[config.mk]
export PLATFORM = sky130hd
export DESIGN_NAME = run_length_token_decoder_core_flat
export DESIGN_NICKNAME = d
export VERILOG_FILES = /design/src/rtl/rltd_pkg.sv /design/src/rtl/rltd_if.sv /design/src/rtl/run_length_token_decoder_core.sv /design/src/flat_wrapper.sv
export SDC_FILE = /design/constraint.sdc
export NUM_CORES = 1
export LEC_CHECK = 0
export BUFFER_PORTS_ARGS = -buffer_cell sky130_fd_sc_hd__buf_2
export CAP_MARGIN = 0
export CORE_MARGIN = 5
export CORE_UTILIZATION = 61
export CTS_CLUSTER_SIZE = 14
export DETAILED_ROUTE_END_ITERATION = 12
export PLACE_DENSITY = 0.8
export SETUP_SLACK_MARGIN = 0.02
export SYNTH_ARGS = -nofsm -noshare
export SYNTH_HDL_FRONTEND = slang
export SYNTH_SLANG_ARGS = --single-unit
[constraint.sdc]
create_clock -name clk -period 6.67 [get_ports clk]
set_clock_uncertainty 0.05 [all_clocks]
set_input_delay 0.667 -clock clk [delete_from_list [all_inputs] [get_ports clk]]
set_output_delay 0.667 -clock clk [all_outputs]
set_load 0.1 [all_outputs]
[src/rtl/rltd_pkg.sv]
// shared constants and types for the run-length token decoder
package rltd_pkg;

	localparam int unsigned RLTD_MAX_DIGITS  = 32;
	localparam int unsigned RLTD_COUNT_WIDTH = 32;
	localparam int unsigned RLTD_LEN_WIDTH   = 32;

	localparam logic [7:0] CH_PLUS  = 8'h2B;
	localparam logic [7:0] CH_MINUS = 8'h2D;
	localparam logic [7:0] CH_ZERO  = 8'h30;
	localparam logic [7:0] CH_ONE   = 8'h31;
	localparam logic [7:0] CH_NINE  = 8'h39;
	localparam logic [7:0] CH_SPACE = 8'h20;
	localparam logic [7:0] CH_TAB   = 8'h09;
	localparam logic [7:0] CH_CR    = 8'h0D;

	typedef logic [7:0] byte_t;
	typedef logic [RLTD_LEN_WIDTH-1:0] len_t;

	typedef enum logic [2:0] {
		PH_SKIP   = 3'b001,
		PH_DIGITS = 3'b010,
		PH_DONE   = 3'b100
	} phase_t;

	function automatic logic is_space(input byte_t b);
		is_space = (b == CH_SPACE) || ((b >= CH_TAB) && (b <= CH_CR));
	endfunction

	function automatic logic is_digit(input byte_t b);
		is_digit = (b >= CH_ZERO) && (b <= CH_NINE);
	endfunction

endpackage

[src/rtl/rltd_if.sv]
// valid/ready channels for compressed bytes and decoded runs
interface rltd_byte_if;
	logic            valid;
	logic            ready;
	rltd_pkg::byte_t in_byte;

	modport source (output valid, output in_byte, input ready);
	modport sink (input valid, input in_byte, output ready);
endinterface

interface rltd_run_if;
	logic            valid;
	logic            ready;
	rltd_pkg::byte_t out_byte;
	rltd_pkg::len_t  run_length;

	modport source (output valid, output out_byte, output run_length, input ready);
	modport sink (input valid, input out_byte, input run_length, output ready);
endinterface

[src/rtl/run_length_token_decoder_core.sv]
// run-length token decoder: compressed byte beats in, run beats out
// Takes one compressed byte per cycle unless a run waits on a busy output register, and
// gives at most one run per byte. A byte is latched into an input stage at acceptance and
// decoded there combinationally against the token state; its run is then registered in
// the output register and offered. The token state (delimiter, kept count, parse phase,
// sign, saturating magnitude) is updated in that same cycle, which sets the rate at one
// byte per clock. A byte that gives no run passes through even while a run waits to be
// taken; a byte that gives a run waits in the input stage until the output register
// frees. Literals come out with length 1, tokens opened by '+' or '-' come out as '1' or '0'
// runs at their closing delimiter, zero-length tokens give nothing, and an open token at the
// end of the stream gives nothing.
module run_length_token_decoder_core #(
	parameter int unsigned MAX_DIGITS  = rltd_pkg::RLTD_MAX_DIGITS,
	parameter int unsigned COUNT_WIDTH = rltd_pkg::RLTD_COUNT_WIDTH
) (
	input  logic      clk,
	input  logic      arst_n,
	rltd_byte_if.sink stream,
	rltd_run_if.source runs
);
	import rltd_pkg::*;

	localparam int unsigned KW = $clog2(MAX_DIGITS + 1);
	localparam int unsigned EW = COUNT_WIDTH + 4;
	localparam int unsigned LW = (COUNT_WIDTH > RLTD_LEN_WIDTH) ? COUNT_WIDTH : RLTD_LEN_WIDTH;

	// input stage
	logic  valid_s1;
	byte_t byte_s1;

	// token state
	logic                   in_token_q;
	logic                   plus_q;
	logic [KW-1:0]          kept_q;
	phase_t                 phase_q;
	logic                   neg_q;
	logic [COUNT_WIDTH-1:0] value_q;

	// result register
	logic  res_valid_q;
	byte_t out_byte_q;
	len_t  run_length_q;

	logic                   emit;
	byte_t                  emit_byte;
	len_t                   emit_len;
	logic                   advance;
	logic                   out_free;
	logic                   in_token_d;
	logic                   plus_d;
	logic [KW-1:0]          kept_d;
	phase_t                 phase_d;
	logic                   neg_d;
	logic [COUNT_WIDTH-1:0] value_d;
	logic                   is_delim;
	logic                   is_closer;
	logic [3:0]             digit;
	logic [EW-1:0]          prod;
	logic [COUNT_WIDTH-1:0] acc;
	logic [LW-1:0]          len_wide;

	assign out_free     = !res_valid_q || runs.ready;
	assign advance      = valid_s1 && (!emit || out_free);
	assign stream.ready = !valid_s1 || advance;

	assign is_delim  = (byte_s1 == CH_PLUS) || (byte_s1 == CH_MINUS);
	assign is_closer = byte_s1 == (plus_q ? CH_PLUS : CH_MINUS);
	assign digit     = 4'(byte_s1 - CH_ZERO);

	// magnitude times ten plus digit, saturating
	assign prod = (EW'(value_q) << 3) + (EW'(value_q) << 1) + EW'(digit);
	assign acc  = (prod > EW'({COUNT_WIDTH{1'b1}})) ? {COUNT_WIDTH{1'b1}} :
		prod[COUNT_WIDTH-1:0];

	assign len_wide = neg_q ? '0 : LW'(value_q);

	always_comb begin
		in_token_d = in_token_q;
		plus_d     = plus_q;
		kept_d     = kept_q;
		phase_d    = phase_q;
		neg_d      = neg_q;
		value_d    = value_q;
		emit       = 1'b0;
		emit_byte  = byte_s1;
		emit_len   = len_t'(1);
		if (!in_token_q) begin
			if (is_delim) begin
				in_token_d = 1'b1;
				plus_d     = byte_s1 == CH_PLUS;
				kept_d     = '0;
				phase_d    = PH_SKIP;
				neg_d      = 1'b0;
				value_d    = '0;
			end else begin
				emit = 1'b1;
			end
		end else if (is_closer) begin
			in_token_d = 1'b0;
			plus_d     = 1'b0;
			kept_d     = '0;
			phase_d    = PH_SKIP;
			neg_d      = 1'b0;
			value_d    = '0;
			emit_byte  = plus_q ? CH_ONE : CH_ZERO;
			emit_len   = (len_wide > LW'({RLTD_LEN_WIDTH{1'b1}})) ? '1 :
				len_wide[RLTD_LEN_WIDTH-1:0];
			emit       = len_wide != '0;
		end else if (kept_q < KW'(MAX_DIGITS)) begin
			kept_d = kept_q + 1'b1;
			unique case (phase_q)
				PH_SKIP: begin
					if (is_space(byte_s1)) begin
						phase_d = PH_SKIP;
					end else if (is_delim) begin
						neg_d   = byte_s1 == CH_MINUS;
						phase_d = PH_DIGITS;
					end else if (is_digit(byte_s1)) begin
						value_d = acc;
						phase_d = PH_DIGITS;
					end else begin
						phase_d = PH_DONE;
					end
				end
				PH_DIGITS: begin
					if (is_digit(byte_s1)) begin
						value_d = acc;
					end else begin
						phase_d = PH_DONE;
					end
				end
				PH_DONE: begin
					phase_d = PH_DONE;
				end
				default: begin
					phase_d = PH_DONE;
				end
			endcase
		end
	end

	always_ff @(posedge clk or negedge arst_n) begin
		if (!arst_n) begin
			valid_s1 <= 1'b0;
		end else if (stream.ready) begin
			valid_s1 <= stream.valid;
		end
	end

	always_ff @(posedge clk) begin
		if (stream.ready && stream.valid) begin
			byte_s1 <= stream.in_byte;
		end
	end

	always_ff @(posedge clk or negedge arst_n) begin
		if (!arst_n) begin
			in_token_q <= 1'b0;
			plus_q     <= 1'b0;
			kept_q     <= '0;
			phase_q    <= PH_SKIP;
			neg_q      <= 1'b0;
			value_q    <= '0;
		end else if (advance) begin
			in_token_q <= in_token_d;
			plus_q     <= plus_d;
			kept_q     <= kept_d;
			phase_q    <= phase_d;
			neg_q      <= neg_d;
			value_q    <= value_d;
		end
	end

	always_ff @(posedge clk or negedge arst_n) begin
		if (!arst_n) begin
			res_valid_q <= 1'b0;
		end else if (advance && emit) begin
			res_valid_q <= 1'b1;
		end else if (runs.ready) begin
			res_valid_q <= 1'b0;
		end
	end

	always_ff @(posedge clk) begin
		if (advance && emit) begin
			out_byte_q   <= emit_byte;
			run_length_q <= emit_len;
		end
	end

	assign runs.valid      = res_valid_q;
	assign runs.out_byte   = out_byte_q;
	assign runs.run_length = run_length_q;

	a_kept_limit: assert property (@(posedge clk) disable iff (!arst_n)
		kept_q <= KW'(MAX_DIGITS))
		else $error("kept count past limit");

	a_idle_clean: assert property (@(posedge clk) disable iff (!arst_n)
		!in_token_q |-> (kept_q == '0 && value_q == '0 && !neg_q && phase_q == PH_SKIP))
		else $error("token state not cleared outside a token");

	a_no_empty_run: assert property (@(posedge clk) disable iff (!arst_n)
		runs.valid |-> runs.run_length != '0)
		else $error("run of length zero offered");

	a_accept_loads: assert property (@(posedge clk) disable iff (!arst_n)
		(stream.valid && stream.ready) |=> valid_s1)
		else $error("accepted beat not held in input stage");

	a_stall_holds_state: assert property (@(posedge clk) disable iff (!arst_n)
		(valid_s1 && !advance) |=> ($stable(value_q) && $stable(kept_q) && valid_s1))
		else $error("token state moved while input stage stalled");

endmodule

[src/flat_wrapper.sv]
// flat-port wrapper written by rule: the top's interface ports become plain ports
module run_length_token_decoder_core_flat import rltd_pkg::*;
#(
	parameter int unsigned MAX_DIGITS  = rltd_pkg::RLTD_MAX_DIGITS,
	parameter int unsigned COUNT_WIDTH = rltd_pkg::RLTD_COUNT_WIDTH
)
  (clk, arst_n, stream_valid, stream_in_byte, stream_ready, runs_valid, runs_out_byte, runs_run_length, runs_ready);
  rltd_byte_if stream_i ();
  rltd_run_if runs_i ();
  input  logic clk;
  input  logic arst_n;
  input wire logic [$bits(stream_i.valid)-1:0] stream_valid;
  input wire logic [$bits(stream_i.in_byte)-1:0] stream_in_byte;
  output wire logic [$bits(stream_i.ready)-1:0] stream_ready;
  output wire logic [$bits(runs_i.valid)-1:0] runs_valid;
  output wire logic [$bits(runs_i.out_byte)-1:0] runs_out_byte;
  output wire logic [$bits(runs_i.run_length)-1:0] runs_run_length;
  input wire logic [$bits(runs_i.ready)-1:0] runs_ready;
  assign stream_i.valid = stream_valid;
  assign stream_i.in_byte = stream_in_byte;
  assign stream_ready = stream_i.ready;
  assign runs_valid = runs_i.valid;
  assign runs_out_byte = runs_i.out_byte;
  assign runs_run_length = runs_i.run_length;
  assign runs_i.ready = runs_ready;
  run_length_token_decoder_core #(.MAX_DIGITS(MAX_DIGITS), .COUNT_WIDTH(COUNT_WIDTH)) u_core (.clk(clk), .arst_n(arst_n), .stream(stream_i), .runs(runs_i));
endmodule
# After elaboration in Yosys (flattened, before gate mapping)
# Cells that the tools add are included.
# totals
elab_cells	109
inputBits	12
reg_bits	94
output_inout_bits	42
# op_classes
reduce_logical	24
muxes	46
n_bitwise	2
n_eq_ne	14
order_cmp	7
add_sub_neg	4
# ops
operator	n
$mux 32	10
$pmux 32 s2	1
$add 35x33->36	1
$add 36x4->36	1
$gt 36x32->1 const B	1
$gt 32x32->1 const B	1
$reduce_bool 32->1	1
$mux 3	9
$eq 8x6->1 const B	3
$mux 6	4
$mux 1	19
$mux 8	2
$ne 4x4->1 const B	4
$reduce_and 6->1	2
$ne 3x3->1 const B	3
$eq 8x6->1	1
$ge 8x4->1 const B	1
$ge 8x6->1 const B	1
$le 8x4->1 const B	1
$le 8x6->1 const B	1
$add 6x1->6 const B	1
$lt 6x6->1 const B	1
$pmux 3 s2	1
$reduce_and 3->1	2
other kinds (12)	25

# Longest topological paths before layout
# Gate-level depths: netlist of run 1.
# logic_depth
depth_word	11
mapped_depth	13
mapped_depth_nobuf	12

# Worst setup path after synthesis of run 1
# No wires, ideal clock.
# synth_timing
path_kind	register -> register
start	reg u_core.plus_q
end	reg u_core.byte_s1[0] (enable)
required_time_ns	6.337
path_buffers	0
synth_period_minus_slack_ns	3.559
path_slack_ns	3.111
setup_time_ns	0.283
t_arrival_ns	3.226
stages_incl_launch_ff	7
cell_sequence	dfrtp_1 -> or3b_1 -> a2111o_1 -> nand2b_4 -> o22ai_1 -> nand4b_1 -> and2_1
# synth_via
elab_chain_len	9
# synth_lines
element	line_no	rtl
start, declared	run_length_token_decoder_core.sv:33	logic plus_q;
start signal, assigned	run_length_token_decoder_core.sv:166	plus_q <= plus_d;
$mux 3	run_length_token_decoder_core.sv:67	assign is_closer = byte_s1 == (plus_q ? CH_PLUS : CH_MINUS);
$eq 8x6->1	run_length_token_decoder_core.sv:67	
$mux 1	run_length_token_decoder_core.sv:98	end else if (is_closer) begin
$mux 1	run_length_token_decoder_core.sv:87	if (!in_token_q) begin
$logic_not 1->1	run_length_token_decoder_core.sv:63	assign advance = valid_s1 && (!emit || out_free);
$logic_or 1x1->1	run_length_token_decoder_core.sv:63	
$logic_and 1x1->1	run_length_token_decoder_core.sv:63	
$logic_or 1x1->1	run_length_token_decoder_core.sv:64	assign stream.ready = !valid_s1 || advance;
named net stream_ready	flat_wrapper.sv:14	output wire logic [$bits(stream_i.ready)-1:0] stream_ready;
$logic_and 1x1->1	run_length_token_decoder_core.sv:151	if (stream.ready && stream.valid) begin
end signal, assigned	run_length_token_decoder_core.sv:152	byte_s1 <= stream.in_byte;
end, declared	run_length_token_decoder_core.sv:29	byte_t byte_s1;
# The timed path passes the listed nets, and every way through them passes these cells.
# A chain may end at the register's enable or synchronous reset.

# Final worst setup path of run 1
# layout_timing
start	reg u_core.byte_s1[2]
end	reg u_core.value_q[6]
# layout_via
elab_chain_len	11
elab_cells_between_ends	35
cone_classes	add/sub (2); order compare (5); eq/ne (8); mux (11); reduce/logical (9)
# layout_lines
element	line_no	rtl
$sub 4x1->4	run_length_token_decoder_core.sv:68	assign digit = 4'(byte_s1 - CH_ZERO);
$add 36x4->36	run_length_token_decoder_core.sv:71	assign prod = (EW'(value_q) << 3) + (EW'(value_q) << 1) + EW'(digit);
$gt 36x32->1	run_length_token_decoder_core.sv:72	assign acc = (prod > EW'({COUNT_WIDTH{1'b1}})) ? {COUNT_WIDTH{1'b1}} :
$mux 32	run_length_token_decoder_core.sv:72	
$mux 32	run_length_token_decoder_core.sv:118, run_length_token_decoder_core.sv:126	
$mux 32	run_length_token_decoder_core.sv:115	end else if (is_delim) begin
$mux 32	run_length_token_decoder_core.sv:113	if (is_space(byte_s1)) begin
$pmux 32 s2	run_length_token_decoder_core.sv:111	unique case (phase_q)
$mux 32	run_length_token_decoder_core.sv:109	end else if (kept_q < KW'(MAX_DIGITS)) begin
$mux 32	run_length_token_decoder_core.sv:98	
$mux 32	run_length_token_decoder_core.sv:87	
end signal, assigned	run_length_token_decoder_core.sv:170	value_q <= value_d;
end, declared	run_length_token_decoder_core.sv:37	logic [COUNT_WIDTH-1:0] value_q;
# Parallel ways exist; a longest one is shown, timed or not. The select of a mux whose other input is x is not followed.

==> results.txt, run 1 <==
status = finished, final reports clean
Die Footprint = 12000 sq um
nets = 687
sequential area share after synthesis = 43.1%
first-pass GRT wire length = 23000 microns
Critical Path, Cell by Cell = ha_1, ha_1, fa_1, a211oi_1, o211ai_1, a41oi_1, o31ai_1, a21oi_1, o21ai_0, o211a_1, o2bb2ai_2, buf_4, a221o_1
via count = 4722
PortBufs = 53
post-CTS setup buffers = 0
vias in the first global route = 4677
Pleak = 3.13 nW
DR vias/cell = 6.32
Starting Density = 62.2%
layout cell share with drive strength beyond 1 = 13.5%
Worst path max stage delay = 0.59 ns
area of the core = 9680 sq um
M1 WL = 6060 microns
post-DP HPWL = 10300 microns
Final Worst Setup Slack = 2.51 ns
Filler Cells Inserted = 724
Top Layer Used = met4
cts hold-fix bufs = 0
WS Path Type = reg2reg
antenna fix cells = 0
CTS resizes = 0
grt total ovfl = 0
maximum clock rate = 0.241 GHz
Syn. warnings = 0
Syn Inst Count = 571
antenna-violating nets left = 0
Max-Slew Margin vs Limit = 28.8%
width of the die = 109 microns
min Tclk post-route = 4.16 ns
row cnt = 36
Layout area overhead = 9.83%
crit path capture type = register
Final Hold Viols = 0
period utilization = 62.3%
post-synthesis cell area = 6020 sq um
Clk pin slew, worst setup/hold paths = 0.09 ns
RSZ-0062 raised after global routing = no
router iterations before antenna repair = 5
Slew Viols, Final = 0
met3 WL = 713 microns
asr flop ratio synth = 48.9%
Total Power = 1.48 mW
CTS sink count = 94
Max-Cap Viols = 0
most frequent CP cell = ha_1
Worst setup SP type = register
CP required = 6.91 ns
Pint = 991 uW
wire length on met2 = 6880 microns
final number of setup-violating endpoints = 0
storage element area = 2590 sq um
dpl ws = 2.63 ns
CP max-delay cell = edfxtp_1
CTS tree = built
antenna violations before repair = 0
Syn Area/Cell = 10.5 sq um
DRC violations left = 0
delay-heaviest family, CP = compound AO/OA/AOI/OAI gates
combinational share of power = 20.3%
GRT Total Usage = 24.4%
largest net degree at the start of global routing = 47
Max VDD drop = 0.154 mV
Flop pwr share = 46.6%
P_sw = 484 uW
clock share of power = 33.1%
routability cong. = 0.921
Min Hold Slack = 0.423 ns
post-synthesis register bit count = 94
Root Buffer = clkbuf_8
Slew @ Worst Pin = 1.07 ns
critical path peak fanout = 32
number of flops mapped to enable cells by yosys = 48
die height = 109 microns
cts bufs inserted = 9
H-tree Lvls = 3
drt wl/cell = 18.5 microns
# IOs = 54
P per Cell Area = 223 nW/um^2
clk buf depth = 2
Fin Setup TNS = 0 ns
crit path DAT = 4.40 ns
Syn Nets = 649
Clk Latency, worst-skew pair = 0.37 ns
worst min-delay path category = in2reg
area of the multi-input gates = 3240 sq um
ys flop type = edfxtp_1
Iter 0 DRT Violations = 281
final WL = 13900 microns
Netlist cell types = 63
crit path buf inv count = 1
switching part of the total = 32.8%
==> worst paths after layout <==
kind | from | end | slack (ns) | cells past startpoint
setup / recovery | u_core.byte_s1[2] | u_core.value_q[6] | 2.51 | 13
hold / removal | stream_in_byte[5] | u_core.byte_s1[5] | 0.42 | 1
setup reg to reg | u_core.byte_s1[2] | u_core.value_q[6] | 2.51 | 13
hold reg to reg | u_core.kept_q[5] | u_core.kept_q[5] | 0.49 | 2
max in group asynchronous | arst_n | u_core.value_q[5] | 5.47 | 1
min in group asynchronous | arst_n | u_core.value_q[19] | 0.45 | 1
==> kinds of logic after synthesis <==
| group | Yosys count | synth area share, % |
|---|---|---|
| xor gates and xnor gates | 34 | 4.94 |
| buffers and inverters | 43 | 3.18 |
| adders and majority gates | 66 | 14.0 |
| and+or+nand+nor | 166 | 14.8 |
| muxes | 1 | 0.166 |
| AOI/OAI and AO/OA | 167 | 19.9 |
| DFF | 94 | 43.1 |
==> area by class of cell <==
type,instances,share of cell area [%]
inverters,12,0.681
clock buffers,9,1.87
well taps,133,2.52
repair buffers,58,4.58
flip-flops and latches,94,39.2
clock inverters,7,2.14
multi-input cells,434,49.0
==> state kept, by name (all words and copies together) (netlist names) <==
name and cells:
u_core.in_token_q 1, u_core.byte_s1 8, u_core.plus_q 1, u_core.neg_q 1
u_core.value_q 32, u_core.runs.valid 1, u_core.kept_q 6, u_core.runs.run_length 32
u_core.valid_s1 1, u_core.runs.out_byte 8, u_core.phase_q 3
==> metrics by stage <==
stage	util (%)	cells	area (sq um)
finish	68.3	747	6620
global route	68.3	747	6620
CTS	68.3	747	6620
detailed placement	65.6	731	6350
global placement	65.6	731	6350
floorplan	-	571	6020
==> cells in the final DEF, fill, tap and decap left out, types with 4 or more instances in the layout <==
master     count
a21o_1        15
a21oi_1       46
a221o_1       32
a31oi_1        5
a41oi_1        4
and2_1        37
buf_2         53
buf_4          5
bufinv_16      4
clkbuf_8       9
dfrtp_1       45
edfxtp_1      48
ha_1          64
inv_1         12
nand2_1       40
nand2b_1       5
nand3_1        8
nand4_1       13
nor2_1        26
nor2b_1        4
nor3_1         5
nor4_1         9
o211ai_1       4
o21ai_0       27
xnor2_1       20
xor2_1        14
==> power groups by stage <==
stage	clock network (mW)	registers, mW	logic (mW)
floorplan	0	0.873	0.0695
global placement	0	0.697	0.295
detailed placement	0	0.700	0.300
CTS	0.496	0.687	0.300
global route	0.520	0.693	0.314
finish	0.489	0.688	0.299
==> routing by layer <==
layer	up-vias	global-route usage (%)
li1	2247	-
met1	2318	33.2
met2	139	40.5
met3	18	4.05
met4	0	6.95
met5	-	0
==> cell usage after synthesis (3+ instances only) <==
library cell	count	share of area, %
a31oi_1	5	0.52
a41oi_1	4	0.58
nor3_1	5	0.42
ha_1	64	13
nand2_1	40	2.5
and2_1	37	3.8
buf_6	4	0.75
dfrtp_1	45	19
o211ai_1	4	0.50
o22ai_1	3	0.31
o21bai_1	3	0.37
nand4_1	13	1.4
o21ai_0	27	2.2
nor2_1	26	1.6
a21oi_1	46	3.8
clkbuf_1	27	1.7
inv_1	12	0.75
a21o_1	15	1.9
xnor2_1	20	2.9
xor2_1	14	2.0
nand2b_1	5	0.52
edfxtp_1	48	24
nor2b_1	4	0.42
o31ai_1	3	0.37
a221o_1	32	5.3
nand3_1	8	0.66
nor4_1	9	0.93
Power figures use the tool's default switching activity.
==> run 2, diff against run 1 <==
--- a/config.mk
+++ b/config.mk
@@ -8,10 +8,10 @@
 export BUFFER_PORTS_ARGS = -buffer_cell sky130_fd_sc_hd__buf_2
 export CAP_MARGIN = 0
 export CORE_MARGIN = 5
-export CORE_UTILIZATION = 61
+export CORE_UTILIZATION = 60
 export CTS_CLUSTER_SIZE = 14
 export DETAILED_ROUTE_END_ITERATION = 12
-export PLACE_DENSITY = 0.8
+export PLACE_DENSITY = 0.79
 export SETUP_SLACK_MARGIN = 0.02
 export SYNTH_ARGS = -nofsm -noshare
 export SYNTH_HDL_FRONTEND = slang
==> constraint.sdc (replaced) <==
create_clock -name clk -period 4.05 [get_ports clk]
set_clock_uncertainty 0.05 [all_clocks]
set_input_delay 0.405 -clock clk [delete_from_list [all_inputs] [get_ports clk]]
set_output_delay 0.405 -clock clk [all_outputs]
set_load 0.1 [all_outputs]
==> run 2 against run 1 <==
  * Total power grew 51%
  * Sequential share of layout area grew 0.16 points
  * Count of clock-buffer cells in the layout is the same
  * Highest routed layer unchanged
  * Setup slack lost 2.3 ns
  * Critical path type unchanged
==> results.txt, run 2 (synthesized netlist as in run 1, its figures left out) <==
vias in the first global route = 4566
GRT Total Usage = 24.0%
first-pass GRT wire length = 22600 microns
grt total ovfl = 0
largest net degree at the start of global routing = 47
Slew @ Worst Pin = 1.06 ns
clk buf depth = 2
period utilization = 94.7%
cts hold-fix bufs = 0
Worst R2R End = u_core.value_q[13]
grt met3 use = 3.03%
status = finished, final reports clean
hold endpoint = u_core.byte_s1[5]
min Tclk post-route = 3.84 ns
worst min-delay path category = in2reg
drt wl/cell = 18.0 microns
width of the die = 110 microns
CTS tree = built
cts bufs inserted = 9
GR Util met2 = 38.9%
antenna violations before repair = 0
H-tree Lvls = 3
M1 GR Usage = 33.2%
critical path peak fanout = 27
PortBufs = 53
DR vias/cell = 6.27
area of the core = 9770 sq um
Clk Latency, worst-skew pair = 0.38 ns
Fin Setup TNS = 0 ns
Final Hold Viols = 0
R2R depth = 12
row cnt = 36
Layout area overhead = 9.39%
RSZ-0062 raised after global routing = no
DRC violations left = 0
layout cell share with drive strength beyond 1 = 14.3%
post-CTS setup buffers = 0
Worst setup SP type = register
via count = 4704
Max-Slew Margin vs Limit = 29.4%
CP required = 4.27 ns
nets = 690
Max VDD drop = 0.209 mV
Filler Cells Inserted = 768
Root Buffer = clkbuf_8
maximum clock rate = 0.261 GHz
CTS sink count = 94
antenna fix cells = 0
commonest non-fill, non-tap cell in the layout = ha_1
P per Cell Area = 337 nW/um^2
Slew Viols, Final = 0
grt peak-use layer = met2
final WL = 13500 microns
router iterations before antenna repair = 5
Die Footprint = 12100 sq um
# IOs = 54
Total Power = 2.22 mW
crit path capture type = register
die height = 110 microns
antenna-violating nets left = 0
crit path DAT = 4.06 ns
Starting Density = 61.6%
Clk pin slew, worst setup/hold paths = 0.10 ns
Pleak = 3.12 nW
most frequent cells in the layout = ha_1, buf_2, edfxtp_1
hold path start = stream_in_byte[5]
Iter 0 DRT Violations = 311
post-DP HPWL = 9990 microns
worst hold stages = 1
WS Path Type = reg2reg
Max-Cap Viols = 0
routability cong. = 0.933
R2R setup slack = 0.21 ns
final number of setup-violating endpoints = 0
RR Startpoint = u_core.byte_s1[3]
## run 2: cell types whose count changed in the layout (fill, tap and decap cells not counted), sizes merged
cell / before / now
bufinv: 4 / 0
buf: 58 / 61
clkinv: 1 / 3
clkinvlp: 0 / 1
inv: 14 / 15
## run 2: what timing repair did
item                       4_1_cts  5_1_grt
resized for setup                0        4
hold endpoints to repair         0        0
setup endpoints to repair        0       27
## run 2: critical path, stage by stage, from the launching register on
cell and delay [ns]:
edfxtp_1 0.49, fa_1 0.58, fa_1 0.27, a211oi_1 0.11, o211ai_1 0.24, a41oi_2 0.21
o31ai_1 0.45, a21oi_1 0.18, o21ai_0 0.32, o211a_1 0.26, o2bb2ai_4 0.11, buf_8 0.18
a221o_1 0.27
## run 2: how the worst max path moves through the flow
stage	startpoint	endpoint	slack, ns	cells after the start
after floorplan	u_core.plus_q	u_core.byte_s1[0]	0.49	6
after global placement	u_core.byte_s1[3]	u_core.value_q[6]	0.25	12
after detailed placement	u_core.byte_s1[3]	u_core.value_q[21]	0.1	12
after CTS	u_core.byte_s1[3]	u_core.value_q[9]	0.06	12
after global routing	u_core.byte_s1[3]	u_core.value_q[9]	0.06	12
final	u_core.byte_s1[3]	u_core.value_q[13]	0.21	12
## run 2: per-stage QoR
step | instance area (sq um) | setup slack [ns] | util, % | cells | hold slack (ns)
2_1_floorplan | 6020 | 0.491 | - | 571 | 0.0594
3_3_place_gp | 6370 | 0.252 | 65.2 | 734 | 0.443
3_5_place_dp | 6370 | 0.0976 | 65.2 | 734 | 0.467
4_1_cts | 6560 | 0.0600 | 67.1 | 750 | 0.122
5_1_grt | 6590 | 0.0619 | 67.4 | 750 | 0.125
6_report | 6590 | 0.213 | 67.4 | 750 | 0.141
## run 2: where the power goes
part	total, mW	switching [mW]	internal [mW]
Clock	0.598	0.361	0.237
Combinational	0.496	0.423	0.0729
Sequential	1.13	0.0400	1.09
Total	2.22	0.825	1.40
## run 2: layout make-up
class	count	area, sq um	share of cell area [%]
Clock buffer	9	124	1.88
Clock inverter	7	65.1	0.987
Timing Repair Buffer	61	333	5.05
Sequential cell	94	2590	39.4
Multi-Input combinational cell	434	3260	49.5
Tap cell	133	166	2.53
Inverter	12	45.0	0.684
## run 2: per-layer routing
metal  wire length [microns]  vias up
met3                     711       26
li1                        -     2256
met5                       0        -
met2                    6490      151
met4                     279        0
met1                    5990     2271
